File: src/sv/sat_assignment_trail_top_defines.svh
// ----------------------------------------------------------------------------
// sat_assignment_trail_top_defines.svh
// Assertion macros shared by the assignment trail RTL.
// ----------------------------------------------------------------------------
`ifndef SAT_ASSIGNMENT_TRAIL_TOP_DEFINES_SVH
`define SAT_ASSIGNMENT_TRAIL_TOP_DEFINES_SVH

// Same-cycle implication, sampled on clk, off during reset
`define SATT_ASSERT_IMP(name, ante, cons, msg) \
    name: assert property (@(posedge clk) disable iff (!rst_n) (ante) |-> (cons)) \
        else $error(msg);

// Next-cycle implication, sampled on clk, off during reset
`define SATT_ASSERT_NXT(name, ante, cons, msg) \
    name: assert property (@(posedge clk) disable iff (!rst_n) (ante) |=> (cons)) \
        else $error(msg);

`endif

File: src/sv/sat_at_pkg.sv
// ----------------------------------------------------------------------------
// sat_at_pkg
// Types, sizes and codes of the SAT assignment trail.
// ----------------------------------------------------------------------------
package sat_at_pkg;

    // Field widths
    localparam int CMD_W   = 3;
    localparam int VAR_W   = 6;
    localparam int COUNT_W = 7;
    localparam int LVL_W   = 6;
    localparam int VALUE_W = 2;
    localparam int STAT_W  = 2;

    // Sizes
    localparam logic [COUNT_W-1:0] NUM_VARS   = 7'd64;
    localparam logic [COUNT_W-1:0] MAX_LEVELS = 7'd64;

    // Commands
    localparam logic [CMD_W-1:0] CMD_ASSIGN    = 3'd0;
    localparam logic [CMD_W-1:0] CMD_NEW_LEVEL = 3'd1;
    localparam logic [CMD_W-1:0] CMD_BACKTRACK = 3'd2;
    localparam logic [CMD_W-1:0] CMD_QUERY     = 3'd3;
    localparam logic [CMD_W-1:0] CMD_LIST      = 3'd4;

    // Literal values
    localparam logic [VALUE_W-1:0] VAL_UNDEF = 2'd0;
    localparam logic [VALUE_W-1:0] VAL_FALSE = 2'd1;
    localparam logic [VALUE_W-1:0] VAL_TRUE  = 2'd2;

    // Status codes
    localparam logic [STAT_W-1:0] ST_OK        = 2'd0;
    localparam logic [STAT_W-1:0] ST_BAD_VAR   = 2'd1;
    localparam logic [STAT_W-1:0] ST_BAD_LEVEL = 2'd2;
    localparam logic [STAT_W-1:0] ST_FULL      = 2'd3;

    typedef struct packed {
        logic [CMD_W-1:0]   cmd;
        logic [VAR_W-1:0]   var_index;
        logic               positive;
        logic [COUNT_W-1:0] level;
    } in_item_t;

    typedef struct packed {
        logic [VALUE_W-1:0] lit_value;
        logic [VAR_W-1:0]   trail_var;
        logic               trail_positive;
        logic               entry_valid;
        logic [COUNT_W-1:0] current_level;
        logic [COUNT_W-1:0] trail_count;
        logic [STAT_W-1:0]  status;
        logic               last;
    } out_item_t;

endpackage

File: src/sv/sat_assignment_trail_top.sv
// ----------------------------------------------------------------------------
// sat_assignment_trail_top
// Assignment table, literal trail and decision-level stack of a CDCL solver.
// ----------------------------------------------------------------------------
//
//  Channel   Dir  Handshake          Payload
//  in        in   in_valid/in_ready  in_data  (sat_at_pkg::in_item_t)
//  out       out  out_valid/out_ready out_data (sat_at_pkg::out_item_t)
//
//  Assign, new level, bad or unused commands answer at once; a query reads
//  the polarity memory first. Backtrack reads the level start, then walks the
//  trail down; list level reads start and end, then one memory read per entry.
//  Reset clears both counters and all variable valid bits at once; no sweep.
//  A stalled output holds the block in its result state; a new command is
//  taken while the last result still waits in the output register.
//
module sat_assignment_trail_top (
    input  logic                 clk,
    input  logic                 rst_n,
    input  logic                 in_valid,
    output logic                 in_ready,
    input  sat_at_pkg::in_item_t in_data,
    output logic                 out_valid,
    input  logic                 out_ready,
    output sat_at_pkg::out_item_t out_data
);
    import sat_at_pkg::*;

`include "sat_assignment_trail_top_defines.svh"

    // Sequencer states
    localparam logic [3:0] S_IDLE = 4'd0;
    localparam logic [3:0] S_QRY  = 4'd1;
    localparam logic [3:0] S_BTLS = 4'd2;
    localparam logic [3:0] S_BTW  = 4'd3;
    localparam logic [3:0] S_LA   = 4'd4;
    localparam logic [3:0] S_LB   = 4'd5;
    localparam logic [3:0] S_LRD  = 4'd6;
    localparam logic [3:0] S_LOUT = 4'd7;
    localparam logic [3:0] S_RESP = 4'd8;

    // Regions of the shared trail/level memory
    localparam logic REGION_TRAIL = 1'b0;
    localparam logic REGION_LEVEL = 1'b1;
    localparam int   MA_W = LVL_W + 1;
    localparam int   MA_D = 2 ** MA_W;
    localparam int   NV_D = 2 ** VAR_W;

    // Memories: trail entries and level starts; variable polarity
    logic [COUNT_W-1:0] tl_mem [MA_D];
    logic               pol_mem [NV_D];

    logic [3:0]         state_reg, state_next;
    logic [COUNT_W-1:0] dl_reg, dl_next;
    logic [COUNT_W-1:0] tl_reg, tl_next;
    logic [NV_D-1:0]    vvalid_reg, vvalid_next;
    logic               rd_pend_reg, rd_pend_next;
    logic               more_reg, more_next;
    logic               out_valid_reg, out_valid_next;
    out_item_t          out_data_reg, out_data_next;
    out_item_t          pend_reg, pend_next;
    in_item_t           req_reg, req_next;
    logic [COUNT_W-1:0] stop_reg, stop_next;
    logic [COUNT_W-1:0] first_reg, first_next;
    logic [COUNT_W-1:0] end_reg, end_next;
    logic [COUNT_W-1:0] idx_reg, idx_next;

    // Memory ports
    logic               a_re, a_we;
    logic [MA_W-1:0]    a_raddr, a_waddr;
    logic [COUNT_W-1:0] a_wdata;
    logic [COUNT_W-1:0] a_rdata_reg;
    logic               v_re, v_we;
    logic [VAR_W-1:0]   v_raddr, v_waddr;
    logic               v_wdata;
    logic               v_rdata_reg;

    logic               out_free;
    logic               in_fire;
    logic [COUNT_W-1:0] lvl_m1;
    logic [COUNT_W-1:0] tl_m1;
    logic [COUNT_W-1:0] end_val;
    logic [COUNT_W-1:0] idx_p1;
    logic               bad_var;

    assign in_ready  = (state_reg == S_IDLE);
    assign in_fire   = in_valid && in_ready;
    assign out_valid = out_valid_reg;
    assign out_data  = out_data_reg;
    assign out_free  = !out_valid_reg || out_ready;
    assign lvl_m1    = in_data.level - 7'd1;
    assign tl_m1     = tl_reg - 7'd1;
    assign idx_p1    = idx_reg + 7'd1;
    assign bad_var   = ({1'b0, in_data.var_index} >= NUM_VARS);

    // Sequencer and memory control
    always_comb
    begin
        state_next     = state_reg;
        dl_next        = dl_reg;
        tl_next        = tl_reg;
        vvalid_next    = vvalid_reg;
        rd_pend_next   = rd_pend_reg;
        more_next      = more_reg;
        out_valid_next = out_valid_reg && !out_ready;
        out_data_next  = out_data_reg;
        pend_next      = pend_reg;
        req_next       = req_reg;
        stop_next      = stop_reg;
        first_next     = first_reg;
        end_next       = end_reg;
        idx_next       = idx_reg;
        a_re           = 1'b0;
        a_raddr        = '0;
        a_we           = 1'b0;
        a_waddr        = '0;
        a_wdata        = '0;
        v_re           = 1'b0;
        v_raddr        = in_data.var_index;
        v_we           = 1'b0;
        v_waddr        = in_data.var_index;
        v_wdata        = in_data.positive;
        end_val        = '0;

        unique case (state_reg)
            S_IDLE:
            begin
                if (in_fire)
                begin
                    req_next       = in_data;
                    pend_next      = '0;
                    pend_next.last = 1'b1;
                    more_next      = 1'b0;
                    state_next     = S_RESP;
                    case (in_data.cmd)
                        CMD_ASSIGN:
                        begin
                            if (bad_var)
                                pend_next.status = ST_BAD_VAR;
                            else if (tl_reg >= NUM_VARS)
                                pend_next.status = ST_FULL;
                            else
                            begin
                                v_we    = 1'b1;
                                vvalid_next[in_data.var_index] = 1'b1;
                                a_we    = 1'b1;
                                a_waddr = {REGION_TRAIL, tl_reg[LVL_W-1:0]};
                                a_wdata = {in_data.var_index, in_data.positive};
                                tl_next = tl_reg + 7'd1;
                            end
                        end
                        CMD_NEW_LEVEL:
                        begin
                            if (dl_reg >= MAX_LEVELS)
                                pend_next.status = ST_FULL;
                            else
                            begin
                                a_we    = 1'b1;
                                a_waddr = {REGION_LEVEL, dl_reg[LVL_W-1:0]};
                                a_wdata = tl_reg;
                                dl_next = dl_reg + 7'd1;
                            end
                        end
                        CMD_BACKTRACK:
                        begin
                            if (in_data.level >= dl_reg)
                                pend_next.status = ST_BAD_LEVEL;
                            else
                            begin
                                a_re       = 1'b1;
                                a_raddr    = {REGION_LEVEL, in_data.level[LVL_W-1:0]};
                                state_next = S_BTLS;
                            end
                        end
                        CMD_QUERY:
                        begin
                            if (bad_var)
                                pend_next.status = ST_BAD_VAR;
                            else
                            begin
                                v_re       = 1'b1;
                                state_next = S_QRY;
                            end
                        end
                        CMD_LIST:
                        begin
                            if (in_data.level > dl_reg)
                                pend_next.status = ST_BAD_LEVEL;
                            else
                            begin
                                a_re       = 1'b1;
                                a_raddr    = {REGION_LEVEL, lvl_m1[LVL_W-1:0]};
                                state_next = S_LA;
                            end
                        end
                        default:
                        begin
                            pend_next.status = ST_OK;
                        end
                    endcase
                end
            end

            // Query answer; the polarity matches the literal means true
            S_QRY:
            begin
                if (!vvalid_reg[req_reg.var_index])
                    pend_next.lit_value = VAL_UNDEF;
                else if (v_rdata_reg == req_reg.positive)
                    pend_next.lit_value = VAL_TRUE;
                else
                    pend_next.lit_value = VAL_FALSE;
                state_next = S_RESP;
            end

            // Backtrack: take the level start, then walk the trail down
            S_BTLS:
            begin
                stop_next    = a_rdata_reg;
                rd_pend_next = 1'b0;
                state_next   = S_BTW;
            end

            S_BTW:
            begin
                if (rd_pend_reg)
                    vvalid_next[a_rdata_reg[COUNT_W-1:1]] = 1'b0;
                if (tl_reg > stop_reg)
                begin
                    a_re         = 1'b1;
                    a_raddr      = {REGION_TRAIL, tl_m1[LVL_W-1:0]};
                    tl_next      = tl_m1;
                    rd_pend_next = 1'b1;
                end
                else
                begin
                    rd_pend_next = 1'b0;
                    dl_next      = req_reg.level;
                    state_next   = S_RESP;
                end
            end

            // List: start of the level, then its end
            S_LA:
            begin
                first_next = (req_reg.level == '0) ? '0 : a_rdata_reg;
                a_re       = 1'b1;
                a_raddr    = {REGION_LEVEL, req_reg.level[LVL_W-1:0]};
                state_next = S_LB;
            end

            S_LB:
            begin
                end_val = (req_reg.level == dl_reg) ? tl_reg : a_rdata_reg;
                if (end_val > tl_reg)
                    end_val = tl_reg;
                if (first_reg >= end_val)
                    state_next = S_RESP;
                else
                begin
                    idx_next   = first_reg;
                    end_next   = end_val;
                    state_next = S_LRD;
                end
            end

            S_LRD:
            begin
                a_re       = 1'b1;
                a_raddr    = {REGION_TRAIL, idx_reg[LVL_W-1:0]};
                state_next = S_LOUT;
            end

            S_LOUT:
            begin
                pend_next                = '0;
                pend_next.trail_var      = a_rdata_reg[COUNT_W-1:1];
                pend_next.trail_positive = a_rdata_reg[0];
                pend_next.entry_valid    = 1'b1;
                pend_next.status         = ST_OK;
                pend_next.last           = (idx_p1 == end_reg);
                more_next                = (idx_p1 != end_reg);
                idx_next                 = idx_p1;
                state_next               = S_RESP;
            end

            // Hand the result to the output register
            S_RESP:
            begin
                if (out_free)
                begin
                    out_valid_next              = 1'b1;
                    out_data_next               = pend_reg;
                    out_data_next.current_level = dl_reg;
                    out_data_next.trail_count   = tl_reg;
                    state_next                  = more_reg ? S_LRD : S_IDLE;
                end
            end

            default:
            begin
                state_next = S_IDLE;
            end
        endcase
    end

    // Control registers
    always_ff @(posedge clk or negedge rst_n)
    begin
        if (!rst_n)
        begin
            state_reg     <= S_IDLE;
            dl_reg        <= '0;
            tl_reg        <= '0;
            vvalid_reg    <= '0;
            rd_pend_reg   <= 1'b0;
            more_reg      <= 1'b0;
            out_valid_reg <= 1'b0;
        end
        else
        begin
            state_reg     <= state_next;
            dl_reg        <= dl_next;
            tl_reg        <= tl_next;
            vvalid_reg    <= vvalid_next;
            rd_pend_reg   <= rd_pend_next;
            more_reg      <= more_next;
            out_valid_reg <= out_valid_next;
        end
    end

    // Payload registers
    always_ff @(posedge clk)
    begin
        out_data_reg <= out_data_next;
        pend_reg     <= pend_next;
        req_reg      <= req_next;
        stop_reg     <= stop_next;
        first_reg    <= first_next;
        end_reg      <= end_next;
        idx_reg      <= idx_next;
    end

    // Trail / level-start memory
    always_ff @(posedge clk)
    begin
        if (a_we)
            tl_mem[a_waddr] <= a_wdata;
        if (a_re)
            a_rdata_reg <= tl_mem[a_raddr];
    end

    // Variable polarity memory
    always_ff @(posedge clk)
    begin
        if (v_we)
            pol_mem[v_waddr] <= v_wdata;
        if (v_re)
            v_rdata_reg <= pol_mem[v_raddr];
    end

    // Checks
    `SATT_ASSERT_IMP(a_tl_bound, 1'b1, tl_reg <= NUM_VARS, "trail length beyond capacity")
    `SATT_ASSERT_IMP(a_dl_bound, 1'b1, dl_reg <= MAX_LEVELS, "decision level beyond capacity")
    `SATT_ASSERT_IMP(a_walk_floor, state_reg == S_BTW, tl_reg >= stop_reg, "walk passed level start")
    `SATT_ASSERT_NXT(a_leave_idle, in_valid && in_ready, state_reg != S_IDLE, "accepted command lost")

endmodule
File: config.mk
export PLATFORM = sky130hd
export DESIGN_NAME = sat_assignment_trail_top
export DESIGN_NICKNAME = d
export VERILOG_FILES = /design/src/sv/sat_at_pkg.sv /design/src/sv/sat_assignment_trail_top.sv
export VERILOG_INCLUDE_DIRS = /design/src /design/src/sv
export SDC_FILE = /design/constraint.sdc
export NUM_CORES = 2
export LEC_CHECK = 0
export ABC_CLOCK_PERIOD_IN_PS = 23400
export BUFFER_PORTS_ARGS = -buffer_cell sky130_fd_sc_hd__buf_2
export CORE_MARGIN = 4
export CORE_UTILIZATION = 50
export CTS_CLUSTER_DIAMETER = 150
export DETAILED_ROUTE_END_ITERATION = 6
export PLACE_DENSITY = 0.75
export SKIP_CTS_REPAIR_TIMING = 1
export SYNTH_ARGS = -nofsm -noshare
export SYNTH_HDL_FRONTEND = slang
export SYNTH_SLANG_ARGS = --single-unit
export TNS_END_PERCENT = 50
File: constraint.sdc
create_clock -name clk -period 23.4 [get_ports clk]
set_input_delay 2.34 -clock clk [delete_from_list [all_inputs] [get_ports clk]]
set_output_delay 2.34 -clock clk [all_outputs]
set_load 0.05 [all_outputs]
* After elaboration in Yosys (flattened, before gate mapping)
Memories as Yosys holds them, arrays and structs flattened. A register that Yosys moved wholly into a read port is not among the register bits.
Cells that the tools add are included.
** Storage, ports and cells
- Register bits :: 167
- Memories :: 2
- Logic and storage cells :: 191
- Memory bits (writable) :: 960
- Output and inout port bits :: 29
- Input port bits :: 21
** Memory list
- tl_mem :: words 128, width 7, rd ports 1, clocked after Yosys merged registers in 1, wr ports 1, RTL line sat_assignment_trail_top.sv:50 : logic [COUNT_W-1:0] tl_mem [MA_D];
- pol_mem :: words 64, width 1, rd ports 1, clocked after Yosys merged registers in 1, wr ports 1, RTL line sat_assignment_trail_top.sv:51 : logic pol_mem [NV_D];
** Operators by class
- Bitwise gates (word level) :: 4
- Reduce and logical (&&, ||, !) cells :: 27
- $add $sub $neg :: 5
- Equality and inequality tests :: 26
- Mux-type cells :: 87
- Magnitude comparators :: 12
** Operators by type and width (count)
- 2-to-1 mux 64 bit :: 4
- 2-to-1 mux 7 bit :: 22
- one-hot mux 64 bit (2 select lines) :: 1
- one-hot mux 7 bit (2 select lines) :: 6
- bitwise AND 64 bit :: 1
- NOT 64 bit :: 1
- OR 64 bit :: 1
- one-hot mux 25 bit (2 select lines) :: 1
- one-hot mux 4 bit (8 select lines) :: 1
- one-hot mux 7 bit (4 select lines) :: 1
- 2-to-1 mux 27 bit :: 1
- 2-to-1 mux 1 bit :: 24
- 2-to-1 mux 4 bit :: 6
- adder 7 x 1 -> 7 bit (second input constant) :: 3
- > comparator 7 bit :: 3
- less-than comparator 6 x 7 -> 1 bit (second input constant) :: 3
- == test 4 x 3 -> 1 bit (second input constant) :: 4
- AND reduction 5 bit :: 3
- == test 7 bit :: 2
- greater-or-equal comparator 7 bit :: 2
- greater-or-equal comparator 7 bit (second input constant) :: 2
- inequality test 2 bit (second input constant) :: 7
- demux 1 bit (select 6 bit) :: 2
- greater-or-equal comparator 6 x 1 -> 1 bit (second input constant) :: 2
- other kinds (32) :: 58

* Depth between registers and ports, before layout
- Word-level depth :: 9
- Gate-level depth with buffers :: 27
- Depth with buffers taken out :: 25

* Least setup slack after synthesis
Ideal clock, no wire load.
- Path kind :: input -> register
- Start point :: input in_data[15] (netlist bit)
- End point :: memory tl_mem[0][0] (data pin)
- Cell stages on the path :: 6
- Library setup time :: 1199 ps
- Buffers on the path :: 2
- Slack :: 13968 ps
- Data required time :: 22201 ps
- Arrival :: 8233 ps
- Cell sequence :: clkbuf_1 > nor2_1 > and3_1 > clkbuf_1 > nand2_1 > o21ai_0
** Between the ends
- Cells in the longest elaborated chain, start to end :: 4
- Elaborated cells on any way between the ends :: 5
- Those cells by class :: 1 x eq/ne; 3 x mux; 1 x reduce/logical
** Ends and longest elaborated chain
- start, declared :: RTL line sat_assignment_trail_top.sv:22 : input sat_at_pkg::in_item_t in_data,
- == test 3 x 1 -> 1 bit / zero test 3 bit (equally long branches) :: RTL line sat_assignment_trail_top.sv:135 : case (in_data.cmd)
- one-hot mux 7 bit (2 select lines) * :: RTL line sat_assignment_trail_top.sv:135
- 2-to-1 mux 7 bit * :: RTL line sat_assignment_trail_top.sv:128 : if (in_fire)
- 2-to-1 mux 7 bit * :: RTL line sat_assignment_trail_top.sv:125 : unique case (state_reg)
- named net a_wdata[0] :: RTL line sat_assignment_trail_top.sv:71 : logic [COUNT_W-1:0] a_wdata;
- end, declared :: RTL line sat_assignment_trail_top.sv:50
Mark *: on every way through the listed nets, which the timed path passes. The rest lies on a longest branch.

* Final worst setup path
- Start point :: input in_data[0] (netlist bit)
- End point :: register a_rdata_reg[6] (read register of tl_mem) (data pin)
** Between the ends
- Cells in the longest elaborated chain, start to end :: 5
- Elaborated cells on any way between the ends :: 13
- Those cells by class :: 1 x add/sub; 2 x order compare; 10 x mux
** Ends and longest elaborated chain
- subtractor 6 x 1 -> 6 bit, or another cell as far along :: RTL line sat_assignment_trail_top.sv:91 : assign lvl_m1 = in_data.level - 7'd1;
- 2-to-1 mux 7 bit, or another cell as far along :: RTL line sat_assignment_trail_top.sv:187 : if (in_data.level > dl_reg)
- one-hot mux 7 bit (2 select lines) / one-hot mux 1 bit (2 select lines) (equally long branches) :: RTL line sat_assignment_trail_top.sv:135
- 2-to-1 mux 7 bit / 2-to-1 mux 1 bit (equally long branches) :: RTL line sat_assignment_trail_top.sv:128
- one-hot mux 7 bit (4 select lines) / one-hot mux 1 bit (3 select lines) (equally long branches) :: RTL line sat_assignment_trail_top.sv:125
- end, declared :: RTL line sat_assignment_trail_top.sv:72 : logic [COUNT_W-1:0] a_rdata_reg;
Parallel ways exist; a longest one is shown, timed or not.
A chain may end at the register's enable or synchronous reset.

==> out/metrics.yaml <==
synthesis:
  synth_commonest_cells: "edfxtp_1 (1050), nand2_1 (726), nor2_1 (299), nand3_1 (230), a21oi_1 (196)"
  ys_top_cells_by_area: "edfxtp_1 (66%), nand2_1 (5.7%), dfrtp_1 (4.5%)"
  syn_area_um2: 47430
  synthMuxAreaShare: 0.04485
  synth.lib_cells_used.distinct: 78
  synthAdderAreaFrac: 0.008969
  synth_top_area_cell: "edfxtp_1"
  synth_top_family_by_area: "simple AND/OR/NAND/NOR gates"
  syn_inst: 3633
  synth_xor_area_frac: 0.006094
  synth_compound_area_frac: 0.07629
  yosysTopAreaCellShare: 0.6648
  syn_area_per_cell_um2: 13.06
  yosys.area_share.simple: 0.1323
  synthArstFlopShare: 0.07489
  synth_warnings: 0
  synthesis.nets: 3688
  synthFlopType: "edfxtp_1"
  ys_ff_latch: 1135
  synth_edf_count: 1050
  ys_seq_area_frac: 0.7096
  yosysMostFrequentCell: "edfxtp_1"
setup_path:
  path_max_fanout: 73
  startpoint_type: "primary input"
  critPathMostFrequentCell: "buf_4"
  cp.buffers_inverters: 5
  crit_family: "buffers and inverters"
  cpPeakStageDelay_ns: 0.81
  cp_slowest_cell: "buf_4"
  path_class: "primary input to register"
  path_cells: "buf_2, inv_1, ha_1, nand2b_1, a211oi_1, o21a_1, a32oi_2, nand3_4, buf_4, buf_4, buf_4, mux2i_1, a32oi_1, nand4_1, a21oi_1, o21ai_0, a32oi_1"
  crit_path_end_kind: "register"
  worst_ep_required_time_ns: 23.96
  crit_arrival_ns: 8.66
die:
  die_w_um: 316.0
  num_rows: 112
  die_h_um: 316.0
  core_um2: 93750
  die-area_um2: 99850
  ios: 50
  start_util: 0.5059
layout:
  postLayoutCellArea_um2: 52630
  final_nets: 3721
  nFillCells: 7236
  area_growth_pct: 10.96
  fin_cells: 5010
  layout-drive-gt1-share: 0.09134
  largest_reg_flops: 896
placement:
  routabilityCongestion: 0.9272
  dp.cells: 4806
  placed_area_um2: 49040
  dp_hpwl_um: 80540
  io_buffers: 49
drt:
  routedWlPerCell_um: 26.31
  antenna_left: 0
  drt_iter0_drc: 5134
  firstDrtPassIters: 6
  via_per_inst: 6.354
  num_vias: 31840
  drc: 0
  drt_wl_total_um: 131800
timing:
  drv_slew: 0
  relSlewSlack: 0.1286
  max_freq_ghz: 0.1234
  worstMarginPinSlew_ns: 1.304
  rsz0062_at_grt: "false"
  timing.hold.ws_ns: 0.4166
  min_period_ns: 8.104
  post-route-period-util: 0.3463
  hold_viol: 0
  fin_skew_ns: 0.03764
  fin_setup_tns_ns: 0
  setup_viol: 0
job:
  cap_violations: 0
clock_tree:
  cts_tree: "built"
  clkLatencyLatePin_ns: 0.71
  cts_buffers: 112
  cts_max_level: 3
  cts_buffer_depth: 3
  cts-root-buf: "clkbuf_16"
  clock-sinks: 1135
  clk_pin_slew_ns: 0.06
pwr:
  pwr_density_cell_nw_per_um2: 90.63
  vdd_drop_max_mv: 0.06713
  leakage_nw: 17.83
run_status:
  outcome: "complete, no violations"
grt:
  grt_pass1_wl_um: 194900
  grt_start_max_net_pins: 100
  grt_usage: 0.2613
  overflow: 0
  first_global_vias: 30490
  antenna_found_initial: 4
worst_hold_path:
  hold_class: "register to register"
-- per-layer routing --
layer | vias up | wire length, µm | global-route usage
met1 | 15500 | 48960 | 0.3512
met2 | 2233 | 58930 | 0.4000
li1 | 13650 | - | -
met4 | 4 | 6711 | 0.1148
met5 | - | 20 | 0
met3 | 456 | 17170 | 0.07492
-- layout by cell type (no fill, tap or decap), types with 12 or more instances in the layout --
master / instances
nor4_1: 14
nand2_1: 724
mux4_2: 24
buf_4: 69
buf_2: 49
xor2_1: 13
clkbuf_1: 31
a32oi_1: 48
clkbuf_16: 113
edfxtp_1: 1050
a22oi_1: 40
nand3_1: 229
clkinv_2: 17
nand4_1: 58
clkinv_1: 22
ha_1: 34
nor3_1: 23
o22ai_1: 25
dfrtp_1: 85
o21ai_0: 71
nor2_1: 296
nor2b_1: 12
a21oi_1: 196
mux2i_1: 145
and3_1: 12
and2_1: 20
xnor2_1: 20
inv_1: 39
a2111oi_0: 13
mux2_2: 12
a31oi_1: 64
-- logic make-up after synthesis --
| logic type | after synthesis |
|---|---|
| DFF | 1135 |
| and+or+nand+nor | 1449 |
| muxes | 181 |
| adders and majority gates | 34 |
| AOI/OAI and AO/OA | 561 |
| buffers and inverters | 240 |
| xor gates and xnor gates | 33 |
-- cell type report --
type | count | area (µm²) | share of cell area
clock buffer | 146 | 2972 | 0.05647
timing repair buffer | 118 | 763.2 | 0.01450
sequential | 1135 | 33660 | 0.6396
antenna | 1 | 2.502 | 0.00004755
tap | 1254 | 1569 | 0.02981
multi-input combinational | 2258 | 12900 | 0.2451
clock inverter | 57 | 606.8 | 0.01153
inverter | 41 | 153.9 | 0.002924
-- worst paths after layout --
| path | from | to | slack (ns) | cells after the start |
|---|---|---|---|---|
| max in group asynchronous | rst_n | vvalid_reg[5]$_DFFE_PN0P_ | 20.68 | 2 |
| min in group asynchronous | rst_n | dl_reg[5]$_DFFE_PN0P_ | 1.47 | 1 |
| setup / recovery | in_data[0] | a_rdata_reg[6]$_DFFE_PP_ | 15.30 | 17 |
| hold / removal | pend_reg[21]$_SDFFCE_PN0P_ | out_data[21]$_DFFE_PP_ | 0.42 | 0 |
| setup reg to reg | state_reg[1]$_DFFE_PN0P_ | a_rdata_reg[6]$_DFFE_PP_ | 16.13 | 14 |
| hold reg to reg | pend_reg[21]$_SDFFCE_PN0P_ | out_data[21]$_DFFE_PP_ | 0.42 | 0 |
-- metrics by stage --
stage | setup slack [ns] | util | power (mW)
after CTS | 15.55 | 0.5613 | 4.757
after detailed placement | 14.86 | 0.5231 | 3.017
after global routing | 15.00 | 0.5613 | 4.915
after global placement | 14.97 | 0.5231 | 3.006
after floorplan | 13.97 | - | 2.782
final | 15.30 | 0.5613 | 4.770
-- power breakdown --
group	switching [mW]	internal, mW
Clock	0.759	1.01
Combinational	0.475	0.182
Sequential	0.0630	2.28
No activity file was read; power rests on OpenSTA's default activity.
